===== src/rtl/msc_pkg.sv =====
// Shared types and constants for the message store with cancel match.
// Used by every module under rtl; depends on nothing.
`default_nettype none
package msc_pkg;

  localparam int TBL_DEPTH = 16;
  localparam int IDX_W     = $clog2(TBL_DEPTH);
  localparam int CNT_W     = $clog2(TBL_DEPTH + 1);

  localparam logic [31:0] CANCEL_CALL_BIT = 32'h8000_0000;

  localparam logic [2:0] MT_CALL         = 3'd1;
  localparam logic [2:0] MT_SHORT        = 3'd2;
  localparam logic [2:0] MT_CANCEL_CALL  = 3'd3;
  localparam logic [2:0] MT_CANCEL_SHORT = 3'd4;

  typedef enum logic [1:0] {
    CMD_APPEND = 2'd0,
    CMD_CHECK  = 2'd1,
    CMD_DELETE = 2'd2,
    CMD_READ   = 2'd3
  } cmd_t;

  typedef enum logic {
    ST_IDLE = 1'b0,
    ST_EXEC = 1'b1
  } state_t;

  typedef struct packed {
    cmd_t        cmd;
    logic [2:0]  msg_type;
    logic [31:0] task_id;
    logic [7:0]  msg_len;
    logic [15:0] body_handle;
    logic [3:0]  index;
  } msc_in_t;

  typedef struct packed {
    logic [3:0]  slot;
    logic        found;
    logic        removed;
    logic        dropped_oldest;
    logic        error;
    logic [4:0]  count;
    logic [2:0]  read_type;
    logic [31:0] read_task_id;
    logic [7:0]  read_len;
    logic [15:0] read_handle;
  } msc_out_t;

  // One stored message.
  typedef struct packed {
    logic [2:0]  etype;
    logic [31:0] task_id;
    logic [7:0]  len;
    logic [15:0] handle;
  } entry_t;

  // Per-cell update controls.
  typedef struct packed {
    logic shift_en;  // take the upper neighbor's entry
    logic load_en;   // take the new entry (wins over shift)
  } cell_ctl_t;

  // Search key broadcast to all cells.
  typedef struct packed {
    logic        enable;
    logic [2:0]  mtype;
    logic        set_msb;
    logic [31:0] task_id;
  } match_key_t;

endpackage
`default_nettype wire


===== src/rtl/msc_cell.sv =====
// One slot of the message table: holds an entry, shifts from its upper neighbor.
// Depends on msc_pkg.
`default_nettype none
module msc_cell
  import msc_pkg::*;
(
  input  wire logic       clk,
  input  wire logic       rst_n,
  input  wire cell_ctl_t  ctl,
  input  wire entry_t     upper,
  input  wire entry_t     wr_entry,
  input  wire match_key_t key,
  output entry_t          entry,
  output logic            hit
);

  entry_t entry_r;
  entry_t entry_nxt;

  always_comb begin
    entry_nxt = entry_r;
    if (ctl.load_en) begin
      entry_nxt = wr_entry;
    end else if (ctl.shift_en) begin
      entry_nxt = upper;
    end
  end

  always_ff @(posedge clk) begin
    if (!rst_n) begin
      entry_r <= '0;
    end else begin
      entry_r <= entry_nxt;
    end
  end

  // Compare against the key; the cancel-call form ORs in the top task id bit.
  assign hit = key.enable && (entry_r.etype == key.mtype) &&
               ((entry_r.task_id | (key.set_msb ? CANCEL_CALL_BIT : 32'h0)) == key.task_id);

  assign entry = entry_r;

endmodule
`default_nettype wire


===== src/rtl/msc_first_hit.sv =====
// Priority encoder: lowest (oldest) matching slot of the table.
// Depends on msc_pkg.
`default_nettype none
module msc_first_hit
  import msc_pkg::*;
(
  input  wire logic [TBL_DEPTH-1:0] hits,
  output logic                      any_hit,
  output logic [IDX_W-1:0]          hit_idx
);

  always_comb begin
    any_hit = 1'b0;
    hit_idx = '0;
    for (int k = TBL_DEPTH - 1; k >= 0; k--) begin
      if (hits[k]) begin
        any_hit = 1'b1;
        hit_idx = IDX_W'(k);
      end
    end
  end

endmodule
`default_nettype wire


===== src/rtl/message_store_with_cancel_match.sv =====
// Top level of the message store with cancel match: cell row, search and control.
// Depends on msc_pkg, msc_cell and msc_first_hit.
`default_nettype none
// Age-ordered table of up to 16 messages kept in a row of shift cells, slot 0
// the oldest. A command beat is taken at a clock edge where start is high and
// busy is low; busy then stays high through the execute state, in which every
// cell compares its entry against the key in parallel, the oldest hit is
// picked and the row shifts or loads. The result beat appears on out_data with
// out_valid high for exactly one cycle, starting at the edge where busy falls,
// and a new command can be started in the cycle the result is shown. No new
// command is taken while busy is high, in the execute state (compare, priority
// pick, cell update). The receiver cannot stall: a result beat must be captured
// when out_valid is high, it is not held. Every command yields exactly one beat.
// Removals shift younger entries down and clear the freed top slot; an append
// to a full table drops the oldest entry first.
module message_store_with_cancel_match
  import msc_pkg::*;
(
  input  wire logic    clk,
  input  wire logic    rst_n,
  input  wire logic    start,
  output logic         busy,
  input  wire msc_in_t in_data,
  output logic         out_valid,
  output msc_out_t     out_data
);

  state_t   state_r, state_nxt;
  msc_in_t  req_r;
  logic [CNT_W-1:0] cnt_r, cnt_nxt;
  msc_out_t res_r, res_nxt;
  logic     out_valid_r, out_valid_nxt;

  entry_t     cell_q   [TBL_DEPTH];
  cell_ctl_t  cell_ctl [TBL_DEPTH];
  logic [TBL_DEPTH-1:0] hits;
  match_key_t key;
  entry_t     wr_entry;
  entry_t     rd_entry;

  logic             any_hit;
  logic [IDX_W-1:0] hit_idx;

  // Row update controls, decided in the execute cycle.
  logic             do_shift;
  logic [IDX_W-1:0] shift_pos;
  logic             do_load;
  logic [IDX_W-1:0] load_pos;

  logic full;
  logic idx_ok;
  logic is_cancel;

  // Hold the command while it executes.
  always_ff @(posedge clk) begin
    if (start && !busy) begin
      req_r <= in_data;
    end
  end

  // Search key from the held command.
  always_comb begin
    key         = '0;
    key.task_id = req_r.task_id;
    is_cancel   = 1'b0;
    if (state_r == ST_EXEC && req_r.cmd == CMD_CHECK) begin
      case (req_r.msg_type)
        MT_CALL, MT_SHORT: begin
          key.enable = 1'b1;
          key.mtype  = req_r.msg_type;
        end
        MT_CANCEL_CALL: begin
          key.enable  = 1'b1;
          key.mtype   = MT_CALL;
          key.set_msb = 1'b1;
          is_cancel   = 1'b1;
        end
        MT_CANCEL_SHORT: begin
          key.enable = 1'b1;
          key.mtype  = MT_SHORT;
          is_cancel  = 1'b1;
        end
        default: begin
          key.enable = 1'b0;
        end
      endcase
    end
  end

  assign wr_entry.etype   = req_r.msg_type;
  assign wr_entry.task_id = req_r.task_id;
  assign wr_entry.len     = req_r.msg_len;
  assign wr_entry.handle  = req_r.body_handle;

  // The cell row: each cell takes its upper neighbor on a shift; the top
  // cell takes zero, which clears the vacated slot.
  for (genvar k = 0; k < TBL_DEPTH; k++) begin : g_cell
    entry_t upper;
    if (k == TBL_DEPTH - 1) begin : g_top
      assign upper = '0;
    end else begin : g_mid
      assign upper = cell_q[k+1];
    end

    assign cell_ctl[k].shift_en = do_shift && (IDX_W'(k) >= shift_pos);
    assign cell_ctl[k].load_en  = do_load && (IDX_W'(k) == load_pos);

    msc_cell u_cell (
      .clk      (clk),
      .rst_n    (rst_n),
      .ctl      (cell_ctl[k]),
      .upper    (upper),
      .wr_entry (wr_entry),
      .key      (key),
      .entry    (cell_q[k]),
      .hit      (hits[k])
    );
  end

  msc_first_hit u_first_hit (
    .hits    (hits),
    .any_hit (any_hit),
    .hit_idx (hit_idx)
  );

  assign rd_entry = cell_q[req_r.index];
  assign full     = (cnt_r == CNT_W'(TBL_DEPTH));
  assign idx_ok   = ({1'b0, req_r.index} < cnt_r);

  always_ff @(posedge clk) begin
    if (!rst_n) begin
      state_r     <= ST_IDLE;
      cnt_r       <= '0;
      out_valid_r <= 1'b0;
    end else begin
      state_r     <= state_nxt;
      cnt_r       <= cnt_nxt;
      out_valid_r <= out_valid_nxt;
    end
  end

  // Result payload needs no reset.
  always_ff @(posedge clk) begin
    res_r <= res_nxt;
  end

  always_comb begin
    state_nxt     = state_r;
    cnt_nxt       = cnt_r;
    out_valid_nxt = 1'b0;
    res_nxt       = res_r;
    do_shift      = 1'b0;
    shift_pos     = '0;
    do_load       = 1'b0;
    load_pos      = '0;

    case (state_r)
      ST_IDLE: begin
        if (start) begin
          state_nxt = ST_EXEC;
        end
      end
      ST_EXEC: begin
        state_nxt     = ST_IDLE;
        out_valid_nxt = 1'b1;
        res_nxt       = '0;
        case (req_r.cmd)
          CMD_APPEND: begin
            // Full table: drop slot 0, shift all down, load at the top.
            do_shift  = full;
            do_load   = 1'b1;
            load_pos  = full ? IDX_W'(TBL_DEPTH - 1) : cnt_r[IDX_W-1:0];
            cnt_nxt   = full ? cnt_r : cnt_r + CNT_W'(1);
            res_nxt.slot           = 4'(load_pos);
            res_nxt.dropped_oldest = full;
          end
          CMD_CHECK: begin
            if (any_hit) begin
              res_nxt.found = 1'b1;
              res_nxt.slot  = 4'(hit_idx);
              if (is_cancel) begin
                do_shift        = 1'b1;
                shift_pos       = hit_idx;
                cnt_nxt         = cnt_r - CNT_W'(1);
                res_nxt.removed = 1'b1;
              end
            end
          end
          CMD_DELETE: begin
            if (idx_ok) begin
              do_shift        = 1'b1;
              shift_pos       = req_r.index[IDX_W-1:0];
              cnt_nxt         = cnt_r - CNT_W'(1);
              res_nxt.removed = 1'b1;
              res_nxt.slot    = req_r.index;
            end else begin
              res_nxt.error = 1'b1;
            end
          end
          CMD_READ: begin
            if (idx_ok) begin
              res_nxt.slot         = req_r.index;
              res_nxt.read_type    = rd_entry.etype;
              res_nxt.read_task_id = rd_entry.task_id;
              res_nxt.read_len     = rd_entry.len;
              res_nxt.read_handle  = rd_entry.handle;
            end else begin
              res_nxt.error = 1'b1;
            end
          end
          default: begin
            res_nxt.error = 1'b0;
          end
        endcase
        res_nxt.count = 5'(cnt_nxt);
      end
      default: begin
        state_nxt = ST_IDLE;
      end
    endcase
  end

  assign busy      = (state_r == ST_EXEC);
  assign out_valid = out_valid_r;
  assign out_data  = res_r;

endmodule
`default_nettype wire


===== config.mk =====
export PLATFORM = sky130hd
export DESIGN_NAME = message_store_with_cancel_match
export DESIGN_NICKNAME = d
export VERILOG_FILES = /design/src/rtl/msc_pkg.sv /design/src/rtl/msc_cell.sv /design/src/rtl/msc_first_hit.sv /design/src/rtl/message_store_with_cancel_match.sv
export SDC_FILE = /design/constraint.sdc
export NUM_CORES = 2
export LEC_CHECK = 0
export CAP_MARGIN = 20
export CORE_ASPECT_RATIO = 1.25
export CORE_MARGIN = 10
export CORE_UTILIZATION = 40
export DETAILED_ROUTE_END_ITERATION = 7
export DONT_BUFFER_PORTS = 1
export RECOVER_POWER = 100
export SYNTH_ARGS = -nofsm -noshare
export SYNTH_HDL_FRONTEND = slang
export SYNTH_HIERARCHICAL = 1
export SYNTH_SLANG_ARGS = --single-unit

===== constraint.sdc =====
create_clock -name clk -period 11.4 [get_ports clk]
set_input_delay 1.14 -clock clk [delete_from_list [all_inputs] [get_ports clk]]
set_output_delay 1.14 -clock clk [all_outputs]
set_load 0.05 [all_outputs]

# After elaboration in Yosys (flattened, before gate mapping)
# Cells that the tools add are included.
classes:
  addsub: 2
  magnitude_cmp: 18
  n_reduce_logical: 90
  n_mux: 101
  n_bitwise: 18
  n_eq_ne: 55
ops:
  columns: ["cell", "count"]
  rows:
  - ["$mux W59", 34]
  - ["$eq A32 B32 Y1", 16]
  - ["$or A32 B32 Y32", 16]
  - ["$bmux W59 S4", 1]
  - ["$mux W4", 23]
  - ["$logic_and A1 B1 Y1", 66]
  - ["$eq A3 B3 Y1", 16]
  - ["$eq A4 B4 Y1 const A", 8]
  - ["$ge A4 B4 Y1 const A", 8]
  - ["$mux W32", 1]
  - ["$reduce_bool A2 Y1", 16]
  - ["$mux W1", 29]
  - ["$mux W5", 5]
  - ["$eq A3 B4 Y1 const A", 4]
  - ["$ge A3 B4 Y1 const A", 4]
  - ["$pmux W5 S3", 1]
  - ["$pmux W4 S3", 1]
  - ["$pmux W3 S3", 1]
  - ["$eq A2 B4 Y1 const A", 2]
  - ["$ge A1 B4 Y1 const A", 2]
  - ["$ge A2 B4 Y1 const A", 2]
  - ["$pmux W4 S2", 1]
  - ["$eq A3 B2 Y1 const B", 2]
  - ["$mux W6", 1]
  - ["other kinds (20)", 24]
word_totals:
  inputBits: 68
  output_inout_bits: 74
  register_bits: 1088

# Longest topological paths before layout
depth:
  word_depth: 32
  ltp_mapped: 24
  depth_no_buf: 21

# Hierarchy
# The synthesis kept the hierarchy.
by_module_without_submodules:
  columns: ["module", "cells_each", "area_per_inst_um2", "n_inst", "seq_area_each_um2"]
  rows:
  - ["msc_cell", 369, 3201.8, 16, 1181.1]
  - ["message_store_with_cancel_match", 763, 12957.4, 1, 4254.1]
  - ["msc_first_hit", 33, 178.9, 1, 0.0]

# Least setup slack after synthesis
# Ideal clock, no wire load.
synth_timing:
  path_type: "register -> register"
  from: "register state_r, in the netlist busy"
  to: "register g_cell[2].u_cell.entry_r (netlist bit g_cell[2].u_cell/entry[40])"
  path_buffers: 5
  path_slack_ns: 2.930
  stages_incl_launch_ff: 25
  arrival_ns: 8.355
  period_less_slack_ns: 8.470
  cell_sequence: "dfxtp_1 -> buf_2 -> clkbuf_1 -> nand2_1 -> nor3b_1 -> and2_1 -> nor2_1 -> xnor2_1 -> nor4_2 -> nor4_2 -> and3_1 -> nand4_1 -> and3_1 -> a21boi_1 -> nor2_1 -> a21o_1 -> inv_2 -> nand2_4 -> a211oi_2 -> buf_6 -> buf_6 -> buf_8 -> mux2i_1 -> o21ai_1 -> and2_1"
synth_lines:
  columns: ["element", "line_no", "source"]
  rows:
  - ["start, declared", "message_store_with_cancel_match.sv:28", "state_t state_r, state_nxt;"]
  - ["start signal, assigned", "message_store_with_cancel_match.sv:136", "state_r <= state_nxt;"]
  - ["end signal, assigned", "msc_cell.sv:33", "entry_r <= entry_nxt;"]
  - ["end, declared", "msc_cell.sv:17", "entry_t entry_r;"]

==> run summary <==
top-area cell type share of the netlist area = 29.6%
post-CTS setup buffer count = 0
startpoint types = flip-flop
Root Driver = clkbuf_16
Inserted Clock Buffers = 118
Ys Warns = 6
fin crit period = 9.28 ns
power per cell area = 124 mW/mm^2
via count = 49249
M1 wire length = 86.3 mm
die width = 379 microns
core area = 0.160 sq mm
reg2reg start = busy
multi-input logic area = 0.0386 sq mm
later-pin clock latency in the skew report = 0.78 ns
flop2flop setup slack = 2.12 ns
Crit path max-delay family = simple AND/OR/NAND/NOR gates
number of buffers and inverters on the critical path = 3
Fin Hold WS = 0.448 ns
synthesis-stage register bit count = 1088
# setup viols final = 0
CTS clk-pin slew, worst paths = 0.06 ns
Post-Syn Area = 0.0644 sq mm
slowest CP cell = dfxtp_1
CP arrival = 9.87 ns
unique cell type count in the Yosys netlist = 68
Max Fanout on Critical Path = 38
Least-Margin Pin Slew = 7.52 ns
mux contribution to synthesized area = 25.0%
Compound-Gate Fraction of Synth Area = 8.18%
number of fill cells in the layout = 15224
die height = 468 microns
Port Buf Inserts = 0
CP Cell Sequence = nand2_1, nor3b_1, buf_4, and2_1, nor2_1, xnor2_1, nor4_1, nor4_1, and3_1, nand4_1, and3_1, a21boi_1, nor2_1, a21o_1, inv_4, nand2_4, nor2_1, clkbuf_2, mux2i_1, o21ai_0, and2_1
WL per Instance = 24.8 microns
drt pass-1 iters = 6
Vias/cell = 5.65
status = finished with violations
Max clock buf depth = 3
hold endpoint = req_r[16]
most common cell in the synthesized netlist = nand2_1
Post-Synth Simple-Gate Area = 18.3%
first-pass GRT wire length = 320 mm
Peak supply drop = 0.120 mV
hold violation total from the final report = 0
post-synthesis xor/xnor area fraction = 7.65%
post_cts resized = 0
Setup TNS = 0 ns
Leakage Power = 23.5 nW
hold_sp = in_data[16]
flip-flop and latch area = 0.0232 sq mm
ANT nets after route = 0
CP dominant cell by count = nor2_1
initial core utilization = 40.3%
EDFF count, synth = 137
post-synthesis sequential area ratio = 36.0%
final wirelength = 216 mm
Synth area leaders = dfxtp_1 30%, mux2i_1 15%, mux4_2 10%
r2r endpoint = g_cell[1].u_cell/entry[56]
placer's final routability congestion estimate = 0.932
wire length on met3 = 12.2 mm
WS Path Type = reg -> reg
hold buffers post-CTS = 0
vias in the first global route = 47938
worst reg2reg path depth = 21
period utilisation layout = 81.4%
IO Pins = 142
synth cell count leaders = 968 x nand2_1, 951 x and2_1, 951 x dfxtp_1
DRC = 0
nets@finish = 6603
die area = 0.177 sq mm
Rel. slew slack = -402%
initial antenna violation count = 16
Global Route Usage Sum = 23.6%
Layout area overhead = 8.10%
largest net degree at the start of global routing = 950
Critical Path RT = 11.99 ns
layout cells sized above 1 = 10.0%
initial DRC count = 4705
Yosys top cell by area = dfxtp_1
Remaining Overflow, GRT = 0
Slew Viols, Final = 1436
FP Rows = 164
Worst Setup End Kind = flip-flop
ys async rst share = 0%
met2 wire length = 105 mm
Post-synth top flop = dfxtp_1
Min-Delay Path Depth = 0
Achievable Freq = 0.108 GHz
RSZ-0062 raised after global routing = false
largest family of logic cells by synthesized area = multiplexers
Post-Synth Adder-Cell Area = 0.194%
Hold Crit Class = in -> reg
Gate Count Post-Synth = 6700
failing checks = capacitance limit, slew limit
CTS H-tree lvls = 3
clk_skew = 0.0444 ns
max_cap viols = 19
uppermost layer routed = met5
Syn Area/Cell = 9.61 sq um
CTS Sinks = 1088
max incr delay on CP = 2.14 ns
clock tree from TritonCTS = built
DP Wirelength = 136 mm
-- report_power, final --
| part | internal [W] | switching [W] |
|---|---|---|
| logic | 0.000150 | 0.000322 |
| clock network | 0.00245 | 0.00174 |
| registers | 0.00391 | 0.0000783 |
-- placed cells by master (no fill, tap or decap), drive strengths merged, types with 131 or more instances in the layout --
master / netlist / final
nand2: 969 / 969
o21ai: 952 / 952
dfxtp: 951 / 951
and2: 951 / 951
mux2i: 944 / 944
xor2: 497 / 497
mux4: 295 / 295
clkbuf: 172 / 191
edfxtp: 137 / 137
nor4: 131 / 131
-- metal layers --
metal | track usage, % | vias to the layer above
li1 | - | 22908
met1 | 28.9 | 24134
met2 | 40.3 | 1687
met3 | 3.11 | 508
met4 | 12.6 | 12
met5 | 0 | -
-- sequential cells by signal (all words and copies together), names as in the netlist --
signal               cells
out_data                72
busy                     1
req_r                   33
cnt_r                    5
key                     32
g_cell.u_cell/entry    944
out_valid                1
-- area by class of cell --
cell class / count / area share, %
clock inverter: 50 / 1.02
multi-input combinational: 5168 / 55.4
tap: 2075 / 3.73
antenna: 6 / 0.0216
sequential: 1088 / 33.3
inverter: 19 / 0.110
timing repair buffer: 130 / 1.41
clock buffer: 174 / 4.98
-- stage by stage --
| stage | instances | total power [W] | cell area [sq um] | setup slack, ns | utilization [%] |
|---|---|---|---|---|---|
| 2_1_floorplan | 6774 | 0.00441 | 64600 | 2.93 | - |
| 3_3_place_gp | 8480 | 0.00455 | 65600 | 3.82 | 41.0 |
| 6_report | 8710 | 0.00865 | 69600 | 2.12 | 43.5 |
| 3_5_place_dp | 8480 | 0.00455 | 65600 | 3.72 | 41.0 |
| 5_1_grt | 8704 | 0.00888 | 69600 | 1.62 | 43.5 |
| 4_1_cts | 8704 | 0.00871 | 69800 | 3.68 | 43.7 |
-- worst max-delay path by stage --
stage	start	end	slack [ns]	cells past startpoint
CTS	key[30]	g_cell[7].u_cell/entry[39]	3.68	19
global route	busy	g_cell[0].u_cell/entry[33]	1.62	21
finish	busy	g_cell[1].u_cell/entry[56]	2.12	21
global placement	key[30]	g_cell[7].u_cell/entry[53]	3.82	19
detailed placement	key[30]	g_cell[7].u_cell/entry[40]	3.72	19
floorplan	busy	g_cell[2].u_cell/entry[40]	2.93	24
-- cell families (layout without fill, tap and decap cells) --
group	Yosys count	after routing
flip-flops	1088	1088
buffers and inverters	518	373
multiplexers	1239	1239
AND/OR/NAND/NOR	2269	2269
adder cells (fa/ha/maj)	10	10
AO/OA/AOI/OAI	1013	1013
other	1	81
XOR/XNOR	562	562
Note: power is estimated with default switching activity, not from simulation.
